--- config.mk ---
export PLATFORM = sky130hd
export DESIGN_NAME = rpn_stack_calculator_core
export DESIGN_NICKNAME = d
export VERILOG_FILES = /design/src/rtl/rpn_pkg.sv /design/src/rtl/rpn_mdu.sv /design/src/rtl/rpn_stack.sv /design/src/rtl/rpn_stack_calculator_core.sv
export SDC_FILE = /design/constraint.sdc
export NUM_CORES = 1
export LEC_CHECK = 0
export ABC_AREA = 1
export BUFFER_PORTS_ARGS = -buffer_cell sky130_fd_sc_hd__buf_4
export CORE_MARGIN = 2
export CORE_UTILIZATION = 35
export DETAILED_ROUTE_END_ITERATION = 10
export GPL_ROUTABILITY_DRIVEN = 0
export PLACE_DENSITY = 0.5
export SETUP_SLACK_MARGIN = 0.05
export SYNTH_ARGS = -nofsm -noshare
export SYNTH_HDL_FRONTEND = slang
export SYNTH_HIERARCHICAL = 1
export SYNTH_SLANG_ARGS = --single-unit
--- constraint.sdc ---
create_clock -name clk_i -period 8.95 [get_ports clk_i]
set_input_delay 0.4475 -clock clk_i [delete_from_list [all_inputs] [get_ports clk_i]]
set_output_delay 0.4475 -clock clk_i [all_outputs]
set_load 0.05 [all_outputs]
--- src/rtl/rpn_pkg.sv ---
// ----------------------------------------------------------------------------
// rpn_pkg
// Shared types and constants for the RPN stack calculator.
// ----------------------------------------------------------------------------
package rpn_pkg;

  localparam int DATA_W          = 32;
  localparam int KIND_W          = 3;
  localparam int DEPTH_W         = 5;
  localparam int STATUS_W        = 3;
  localparam int DEF_STACK_DEPTH = 16;

  typedef enum logic [KIND_W-1:0] {
    KIND_PUSH = 3'd0,
    KIND_ADD  = 3'd1,
    KIND_SUB  = 3'd2,
    KIND_MUL  = 3'd3,
    KIND_DIV  = 3'd4,
    KIND_MOD  = 3'd5
  } kind_e;

  typedef enum logic [STATUS_W-1:0] {
    STAT_OK        = 3'd0,
    STAT_UNDERFLOW = 3'd1,
    STAT_FULL      = 3'd2,
    STAT_DIVZERO   = 3'd3,
    STAT_OVERFLOW  = 3'd4
  } status_e;

  typedef enum logic [1:0] {
    S_IDLE,
    S_DECODE,
    S_RUN,
    S_COMMIT
  } state_e;

  typedef enum logic [1:0] {
    MDU_MUL,
    MDU_DIV,
    MDU_MOD
  } mdu_op_e;

  typedef struct packed {
    logic    start;
    mdu_op_e op;
  } mdu_req_t;

  typedef struct packed {
    logic push;     // write at sp, sp + 1
    logic replace;  // write at sp - 2, sp - 1
    logic clear;    // sp <= 0, wins over the others
  } stk_cmd_t;

endpackage

--- src/rtl/rpn_mdu.sv ---
// ----------------------------------------------------------------------------
// rpn_mdu
// Iterative signed multiply / divide / modulo. One 34-bit adder shared by
// shift-add multiply and restoring divide, one step per cycle on magnitudes.
// ----------------------------------------------------------------------------
module rpn_mdu (
  input  logic                           clk_i,
  input  logic                           rst_ni,
  input  rpn_pkg::mdu_req_t              req_i,
  input  logic signed [rpn_pkg::DATA_W-1:0] a_i,
  input  logic signed [rpn_pkg::DATA_W-1:0] b_i,
  output logic                           done_o,
  output logic [rpn_pkg::DATA_W-1:0]     result_o,
  output logic                           ovf_o
);
  import rpn_pkg::*;

  localparam int CNT_W = $clog2(DATA_W);

  logic              busy_q, fin_q;
  logic [CNT_W-1:0]  cnt_q;
  logic [DATA_W-1:0] hi_q, lo_q, m_q;
  logic [DATA_W-1:0] hi_d, lo_d;
  mdu_op_e           op_q;
  logic              sa_q, sb_q;

  logic [DATA_W-1:0] mag_a, mag_b;
  logic              is_mul;
  logic [DATA_W:0]   x, addend;
  logic [DATA_W+1:0] sum;
  logic [2*DATA_W-1:0] prod;
  logic              neg;

  assign mag_a = a_i[DATA_W-1] ? DATA_W'(-a_i) : DATA_W'(a_i);
  assign mag_b = b_i[DATA_W-1] ? DATA_W'(-b_i) : DATA_W'(b_i);

  // shared adder: multiply adds the multiplicand, divide subtracts the divisor
  assign is_mul = (op_q == MDU_MUL);
  always_comb begin
    if (is_mul) begin
      x      = {1'b0, hi_q};
      addend = lo_q[0] ? {1'b0, m_q} : '0;
    end else begin
      x      = {hi_q, lo_q[DATA_W-1]};
      addend = ~{1'b0, m_q};
    end
    sum = {1'b0, x} + {1'b0, addend} + {{(DATA_W+1){1'b0}}, ~is_mul};
    if (is_mul) begin
      hi_d = sum[DATA_W:1];
      lo_d = {sum[0], lo_q[DATA_W-1:1]};
    end else if (sum[DATA_W+1]) begin
      hi_d = sum[DATA_W-1:0];
      lo_d = {lo_q[DATA_W-2:0], 1'b1};
    end else begin
      hi_d = x[DATA_W-1:0];
      lo_d = {lo_q[DATA_W-2:0], 1'b0};
    end
  end

  always_ff @(posedge clk_i or negedge rst_ni) begin
    if (!rst_ni) begin
      busy_q <= 1'b0;
      fin_q  <= 1'b0;
      cnt_q  <= '0;
    end else begin
      fin_q <= 1'b0;
      if (req_i.start) begin
        busy_q <= 1'b1;
        cnt_q  <= CNT_W'(DATA_W - 1);
      end else if (busy_q) begin
        cnt_q <= cnt_q - 1'b1;
        if (cnt_q == '0) begin
          busy_q <= 1'b0;
          fin_q  <= 1'b1;
        end
      end
    end
  end

  always_ff @(posedge clk_i) begin
    if (req_i.start) begin
      op_q <= req_i.op;
      sa_q <= a_i[DATA_W-1];
      sb_q <= b_i[DATA_W-1];
      hi_q <= '0;
      if (req_i.op == MDU_MUL) begin
        lo_q <= mag_b;
        m_q  <= mag_a;
      end else begin
        lo_q <= mag_a;
        m_q  <= mag_b;
      end
    end else if (busy_q) begin
      hi_q <= hi_d;
      lo_q <= lo_d;
    end
  end

  // sign fix-up: quotient and product by sign xor, remainder follows A
  assign prod = {hi_q, lo_q};
  assign neg  = sa_q ^ sb_q;
  always_comb begin
    unique case (op_q)
      MDU_MUL: begin
        result_o = neg ? DATA_W'(-lo_q) : lo_q;
        ovf_o    = neg ? (prod > {{DATA_W{1'b0}}, 1'b1, {(DATA_W-1){1'b0}}})
                       : (prod[2*DATA_W-1:DATA_W-1] != '0);
      end
      MDU_DIV: begin
        result_o = neg ? DATA_W'(-lo_q) : lo_q;
        ovf_o    = !neg && lo_q[DATA_W-1];
      end
      default: begin
        result_o = sa_q ? DATA_W'(-hi_q) : hi_q;
        ovf_o    = 1'b0;
      end
    endcase
  end

  assign done_o = fin_q;

endmodule

--- src/rtl/rpn_stack.sv ---
// ----------------------------------------------------------------------------
// rpn_stack
// Operand stack: memory for entries, registered copy of the top, entry count
// and a registered read of the entry below the top.
// ----------------------------------------------------------------------------
module rpn_stack #(
  parameter int STACK_DEPTH = rpn_pkg::DEF_STACK_DEPTH,
  parameter int SP_W        = $clog2(STACK_DEPTH + 1)
) (
  input  logic                         clk_i,
  input  logic                         rst_ni,
  input  rpn_pkg::stk_cmd_t            cmd_i,
  input  logic [rpn_pkg::DATA_W-1:0]   wr_value_i,
  output logic [SP_W-1:0]              sp_o,
  output logic [rpn_pkg::DATA_W-1:0]   top_o,
  output logic [rpn_pkg::DATA_W-1:0]   below_o
);
  import rpn_pkg::*;

  localparam int ADDR_W = $clog2(STACK_DEPTH);

  logic [DATA_W-1:0] mem [STACK_DEPTH];
  logic [SP_W-1:0]   sp_q, sp_d;
  logic [DATA_W-1:0] top_q, below_q;
  logic [ADDR_W-1:0] push_addr, below_addr;

  assign push_addr  = sp_q[ADDR_W-1:0];
  assign below_addr = ADDR_W'(sp_q - SP_W'(2));

  always_comb begin
    priority if (cmd_i.clear) begin
      sp_d = '0;
    end else if (cmd_i.push) begin
      sp_d = sp_q + 1'b1;
    end else if (cmd_i.replace) begin
      sp_d = sp_q - 1'b1;
    end else begin
      sp_d = sp_q;
    end
  end

  always_ff @(posedge clk_i or negedge rst_ni) begin
    if (!rst_ni) begin
      sp_q <= '0;
    end else begin
      sp_q <= sp_d;
    end
  end

  always_ff @(posedge clk_i) begin
    if (cmd_i.push) begin
      mem[push_addr] <= wr_value_i;
    end else if (cmd_i.replace) begin
      mem[below_addr] <= wr_value_i;
    end
    if (cmd_i.push || cmd_i.replace) begin
      top_q <= wr_value_i;
    end
    below_q <= mem[below_addr];
  end

  assign sp_o    = sp_q;
  assign top_o   = top_q;
  assign below_o = below_q;

endmodule

--- src/rtl/rpn_stack_calculator_core.sv ---
// Push, add, subtract, unknown kinds, underflow and divide by zero go from decode
//   straight to commit; the next word is accepted only after that word commits.
// Multiply, divide and modulo otherwise pass through the run state, where the
//   shared unit takes its 32 steps before the commit.
// s_axis_tready is low while a word is in flight or its result is stalled.
// Reset: stack empty, no result pending; stack memory is not cleared.
// ----------------------------------------------------------------------------
// rpn_stack_calculator_core
// Reverse Polish evaluator over 32-bit signed integers with status reporting.
// ----------------------------------------------------------------------------
module rpn_stack_calculator_core #(
  parameter int STACK_DEPTH = rpn_pkg::DEF_STACK_DEPTH
) (
  input  logic        clk_i,
  input  logic        rst_ni,
  input  logic        s_axis_tvalid,
  output logic        s_axis_tready,
  input  logic [31:0] s_axis_tdata,   // [31:0] push_value
  input  logic [2:0]  s_axis_tuser,   // [2:0] kind
  input  logic        s_axis_tlast,   // last_token
  output logic        m_axis_tvalid,
  input  logic        m_axis_tready,
  output logic [39:0] m_axis_tdata,   // [31:0] top_value, [36:32] stack_depth,
                                      // [39:37] status
  output logic        m_axis_tlast    // is_final
);
  import rpn_pkg::*;

  localparam int SP_W = $clog2(STACK_DEPTH + 1);

  state_e            state_q, state_d;
  kind_e             kind_q;
  logic [DATA_W-1:0] pv_q, res_q;
  logic              last_q;
  status_e           status_q;

  logic              out_valid_q, out_last_q;
  logic [39:0]       out_data_q;

  stk_cmd_t          stk_cmd;
  logic [SP_W-1:0]   sp;
  logic [DATA_W-1:0] top, below;

  mdu_req_t          mdu_req;
  logic              mdu_done, mdu_ovf;
  logic [DATA_W-1:0] mdu_result;

  logic              accept, commit;
  status_e           dec_status;
  logic              dec_need_mdu;
  mdu_op_e           dec_op;
  logic [DATA_W:0]   addsub;
  logic [DATA_W-1:0] dec_res;
  logic              stk_ok;
  logic [SP_W-1:0]   new_sp;
  logic [DATA_W-1:0] new_top, wr_value;

  rpn_stack #(
    .STACK_DEPTH (STACK_DEPTH),
    .SP_W        (SP_W)
  ) u_stack (
    .clk_i      (clk_i),
    .rst_ni     (rst_ni),
    .cmd_i      (stk_cmd),
    .wr_value_i (wr_value),
    .sp_o       (sp),
    .top_o      (top),
    .below_o    (below)
  );

  rpn_mdu u_mdu (
    .clk_i    (clk_i),
    .rst_ni   (rst_ni),
    .req_i    (mdu_req),
    .a_i      (below),
    .b_i      (top),
    .done_o   (mdu_done),
    .result_o (mdu_result),
    .ovf_o    (mdu_ovf)
  );

  // decode: A is the registered read below the top, B is the top register
  always_comb begin
    dec_status   = STAT_OK;
    dec_need_mdu = 1'b0;
    dec_op       = MDU_MUL;
    dec_res      = '0;
    addsub       = (kind_q == KIND_SUB)
                 ? {below[DATA_W-1], below} - {top[DATA_W-1], top}
                 : {below[DATA_W-1], below} + {top[DATA_W-1], top};
    unique case (kind_q)
      KIND_PUSH: begin
        if (sp >= SP_W'(STACK_DEPTH)) dec_status = STAT_FULL;
      end
      KIND_ADD, KIND_SUB: begin
        if (sp < SP_W'(2)) begin
          dec_status = STAT_UNDERFLOW;
        end else if (addsub[DATA_W] != addsub[DATA_W-1]) begin
          dec_status = STAT_OVERFLOW;
        end else begin
          dec_res = addsub[DATA_W-1:0];
        end
      end
      KIND_MUL: begin
        if (sp < SP_W'(2)) begin
          dec_status = STAT_UNDERFLOW;
        end else begin
          dec_need_mdu = 1'b1;
        end
      end
      KIND_DIV, KIND_MOD: begin
        dec_op = (kind_q == KIND_DIV) ? MDU_DIV : MDU_MOD;
        if (sp < SP_W'(2)) begin
          dec_status = STAT_UNDERFLOW;
        end else if (top == '0) begin
          dec_status = STAT_DIVZERO;
        end else begin
          dec_need_mdu = 1'b1;
        end
      end
      default: ;  // unknown kind: no operation
    endcase
  end

  assign accept = s_axis_tvalid && s_axis_tready;
  assign commit = (state_q == S_COMMIT) && (!out_valid_q || m_axis_tready);

  // next state
  always_comb begin
    state_d = state_q;
    unique case (state_q)
      S_IDLE:   if (accept) state_d = S_DECODE;
      S_DECODE: state_d = dec_need_mdu ? S_RUN : S_COMMIT;
      S_RUN:    if (mdu_done) state_d = S_COMMIT;
      S_COMMIT: if (commit) state_d = S_IDLE;
      default:  state_d = S_IDLE;
    endcase
  end

  // control outputs
  always_comb begin
    s_axis_tready   = (state_q == S_IDLE);
    mdu_req.start   = (state_q == S_DECODE) && dec_need_mdu;
    mdu_req.op      = dec_op;
    stk_ok          = commit && (status_q == STAT_OK);
    stk_cmd.push    = stk_ok && (kind_q == KIND_PUSH);
    stk_cmd.replace = stk_ok && (kind_q == KIND_ADD || kind_q == KIND_SUB ||
                                 kind_q == KIND_MUL || kind_q == KIND_DIV ||
                                 kind_q == KIND_MOD);
    stk_cmd.clear   = commit && last_q;
  end

  // stack state after this word, before any clear by last
  assign wr_value = stk_cmd.push ? pv_q : res_q;
  always_comb begin
    priority if (stk_cmd.push) begin
      new_sp  = sp + 1'b1;
      new_top = pv_q;
    end else if (stk_cmd.replace) begin
      new_sp  = sp - 1'b1;
      new_top = res_q;
    end else begin
      new_sp  = sp;
      new_top = (sp == '0) ? '0 : top;
    end
  end

  always_ff @(posedge clk_i or negedge rst_ni) begin
    if (!rst_ni) begin
      state_q     <= S_IDLE;
      out_valid_q <= 1'b0;
    end else begin
      state_q <= state_d;
      if (commit) begin
        out_valid_q <= 1'b1;
      end else if (m_axis_tready) begin
        out_valid_q <= 1'b0;
      end
    end
  end

  always_ff @(posedge clk_i) begin
    if (accept) begin
      kind_q <= kind_e'(s_axis_tuser);
      pv_q   <= s_axis_tdata;
      last_q <= s_axis_tlast;
    end
    if (state_q == S_DECODE) begin
      status_q <= dec_status;
      res_q    <= dec_res;
    end else if (state_q == S_RUN && mdu_done) begin
      status_q <= mdu_ovf ? STAT_OVERFLOW : STAT_OK;
      res_q    <= mdu_result;
    end
    if (commit) begin
      out_data_q <= {status_q, DEPTH_W'(new_sp), new_top};
      out_last_q <= last_q;
    end
  end

  assign m_axis_tvalid = out_valid_q;
  assign m_axis_tdata  = out_data_q;
  assign m_axis_tlast  = out_last_q;

endmodule
==> metrics.md <==
| Metric | Value |
|---|---|
| Met3 usage | 0.02449 |
| M2 GR Usage | 0.3741 |
| Fill count | 12910 |
| Top-area cell type share of the netlist area | 0.4855 |
| CTS tree | yes |
| Fin Clk Skew | roughly 0.018 ns |
| Post-synthesis mux area share | 0.0002235 |
| Internal power | 9.538 mW |
| Syn avg cell area | roughly 8.1 µm² |
| Power, Total | 17.16 mW |
| Synth cell count leaders | 1626 x nand2_1, 862 x inv_1, 724 x edfxtp_1, 644 x nand3_1, 363 x nor2_1 |
| Status | complete, no violations |
| Post-synthesis compound-gate area fraction | 0.07773 |
| Post-DP Area | ~47000 µm² |
| Die Y | about 360 µm |
| Synth area leader | edfxtp_1 |
| Fraction of layout cells with a size suffix above 1 | 0.07015 |
| CTS resizes | 0 |
| Die width | 361.7 µm |
| HP Class | input pin to register |
| Crit path DAT | 5.55 ns |
| Cell area after layout | approximately 50000 µm² |
| Worst-Margin Slew | about 1.3 ns |
| Clk Tree Root Cell | clkbuf_16 |
| Synth cell types | 59 |
| Total global routing overflow | 0 |
| Ys Warns | 6 |
| Worst-case clock buffer depth | 3 |
| Logic gate share of total power | 0.441 |
| Synthesized area | 44780 µm² |
| H-Tree Depth | 3 |
| I/O pin count | 83 |
| GRT Max-Usage Layer | met2 |
| Vias in the first global route | 34810 |
| Main combinational cell family by area after synthesis | simple AND/OR/NAND/NOR gates |
| Post-route ant nets | 0 |
| Cells after Synth | 5500 |
| EDFF count, synth | 724 |
| Place WS | around 4.0 ns |
| Setup violations, final | 0 |
| Post-Synth XOR/XNOR Area | 0.01682 |
| Cell row count | between 100 and 150 |
| FF/Latch Area | 23400 µm² |
| Fin Setup TNS | 0 ns |
| CP required | 9.49 ns |
| Sw Ratio | 0.4441 |
| DR pass1 iterations | 5 |
| Clock group share of total power | 0.225 |
| DR DRC count | 0 |
| Hold Crit Depth | 4 |
| Clock Pin Slew Worst Setup and Hold Paths | 0.06 ns |
| Simple-gate share of the synthesized area | 0.2623 |
| DR vias/cell | 4.990 |
| FMAX | 199.5 MHz |
| Hold slack | roughly 0.096 ns |
| Worst-path maximum fanout | 88 |
| Pleak | 22.28 nW |
| RSZ-0062 raised after global routing | false |
| Clock Sinks | around 800 |
| Setup ws final | 3.937 ns |
| Largest net degree at the start of global routing | 89 |
| Core area | ~130000 µm² |
| Min cycle time layout | 5.013 ns |
| Die area | 130800 µm² |
| Hpwl dp | 95960 µm |
| Finished Layout Cells | 7323 |
| Syn Nets | 5625 |
| Sequential power share | 0.335 |
| Post-synthesis adder-cell area fraction | 0.02425 |
| Worst Setup Start Kind | register |
| PwrDens | 338.0 nW/µm² |
| DP Cell Count | ~7000 |
| Met1 usage | 0.2861 |
| First-pass GRT wire length | 216800 µm |
| Sw Pwr | approximately 7.6 mW |
| Max_slew headroom | 0.1553 |
| Final net count | 5704 |
| Final hold viol count | 0 |
| Post-CTS Hold Fix Bufs | 37 |
| Avg WL per Cell | 19.93 µm |
| # port buffers | 82 |
| Final period util | 0.5601 |
| Most common cell in the netlist | nand2_1 |
| Initial core utilization | 0.3521 |
| Iteration-0 DRC count of the detailed router | 3011 |
| Max-cap viol count | 0 |
| Worst VDD drop | 186.0 µV |
| CP Class | register to register |
| Max Slew Vio Count | 0 |
| Worst R2R Path Depth | 15 |
| Post-synthesis sequential area ratio | 0.5225 |
| Post-Route WL | 145900 µm |
| Worst setup EP type | register |
| Footprint of the multi-input gates | 17290 µm² |
| Synth Register Bits | 803 |
| Finished Core Util | 0.3991 |
| Skew-Pair Late Insertion Delay | between 0.6 and 0.7 ns |
| GRT Total Usage | 0.2184 |
| Synth async-reset ratio | 0.01868 |
| Vias | between 30000 and 40000 |
| Area grow syn2layout | 13.36% |
| Primary FF master, synth | edfxtp_1 |
| Number of CTS-inserted buffers | 93 |
| Initial antenna violation count | 1 |
| Setup Buffers After CTS | 0 |
| Top cells by area, synth | edfxtp_1 49%, nand2_1 14%, inv_1 7.2%, nand3_1 7.2%, o21ai_0 3.2% |
[final cells by class]
type	instances	share of cell area
multi-input cells	3605	0.3405
well taps	1662	0.04096
flip-flops and latches	803	0.4611
clock buffers	132	0.05132
repair buffers	199	0.03133
diodes	2	0.00009859
clock inverters	43	0.009637
inverters	877	0.06509
[power by group through the flow]
stage               Sequential, mW  Combinational, mW  Clock (mW)
CTS                           5.74               7.52        3.95
finish                        5.74               7.56        3.85
global placement              5.82               7.47           0
floorplan                     5.76               4.84           0
detailed placement            5.81               7.47           0
global route                  5.80               8.40        4.09
[worst max-delay path, stage by stage, from the launching register on]
cell      delay (ns)
edfxtp_1        0.36
buf_4           0.26
nor2_4          0.35
buf_4           0.73
o21ai_0         0.28
ha_1            0.42
a21oi_1         0.25
nand2_1         0.13
a21oi_1         0.41
nand3_2         0.26
nand2_2         0.16
nand2_4         0.27
nor2_8          0.41
inv_2           0.18
o21ai_0         0.17
o21ai_0         0.11
[metal layers]
layer	share of wire	vias to the layer above
met4	0.033	0
met3	0.047	244
met5	0	-
met1	0.44	17270
met2	0.48	921
li1	-	18110
[cell families (layout without fill, tap and decap cells)]
logic type	count (synthesis)	in the layout
AO/OA/AOI/OAI	636	636
multiplexers	1	1
AND/OR/NAND/NOR	2797	2797
other	0	2
adder cells (fa/ha/maj)	85	85
XOR/XNOR	86	86
buffers and inverters	1092	1251
flip-flops	803	803
[cell usage in the layout, fill, tap and decap left out, drive strengths merged, types with 2 or more instances in the layout]
cell type / netlist / routed
a21o: 4 / 4
or2: 22 / 22
a31oi: 11 / 11
clkinvlp: 0 / 2
nor2: 377 / 377
nand2: 1632 / 1632
nand3: 647 / 647
o31ai: 6 / 6
o32ai: 2 / 2
edfxtp: 724 / 724
clkinv: 2 / 35
o21a: 3 / 3
nor4: 6 / 6
dfrtp: 15 / 15
buf: 121 / 162
a21oi: 221 / 221
nor3: 54 / 54
fa: 3 / 3
xor2: 69 / 69
o22ai: 12 / 12
nand3b: 15 / 15
xnor2: 17 / 17
and3: 2 / 2
o21ai: 302 / 302
dlygate4sd3: 0 / 37
dfxtp: 64 / 64
o21bai: 15 / 15
nand4: 38 / 38
inv: 875 / 875
a32o: 2 / 2
ha: 82 / 82
diode: 0 / 2
o41ai: 4 / 4
clkbuf: 94 / 132
a22oi: 7 / 7
bufinv: 0 / 8
o211ai: 44 / 44
[state kept, by name, indices dropped and copies added, names as in the netlist]
name             count
u_mdu/busy_q         1
m_axis_tvalid        1
u_stack/mem        512
u_stack/top_o       32
u_mdu/lo_q          32
u_mdu/done_o         1
u_mdu/op_q           2
u_mdu/m_q           32
u_mdu/sa_q           1
m_axis_tlast         1
u_mdu/hi_q          32
status_q             3
kind_q               3
u_mdu/cnt_q          5
res_q               32
last_q               1
state_q              2
u_mdu/sb_q           1
u_stack/below_o     32
m_axis_tdata        40
u_stack/sp_o         5
pv_q                32
[path summary, 6_finish.rpt]
| path | from | slack (ns) | endpoint |
|---|---|---|---|
| worst max-delay path | u_mdu/op_q[1] | 3.94 | u_mdu/hi_q[5] |
| worst min-delay path | m_axis_tready | 0.1 | m_axis_tvalid |
| worst min register to register | last_q | 0.46 | m_axis_tlast |
| min in group asynchronous | rst_ni | 0.20 | u_mdu/cnt_q[2] |
| max in group asynchronous | rst_ni | 8.52 | u_stack/sp_o[1] |
| worst max register to register | u_mdu/op_q[1] | 3.94 | u_mdu/hi_q[5] |
Note: power is estimated with default switching activity, not from simulation.
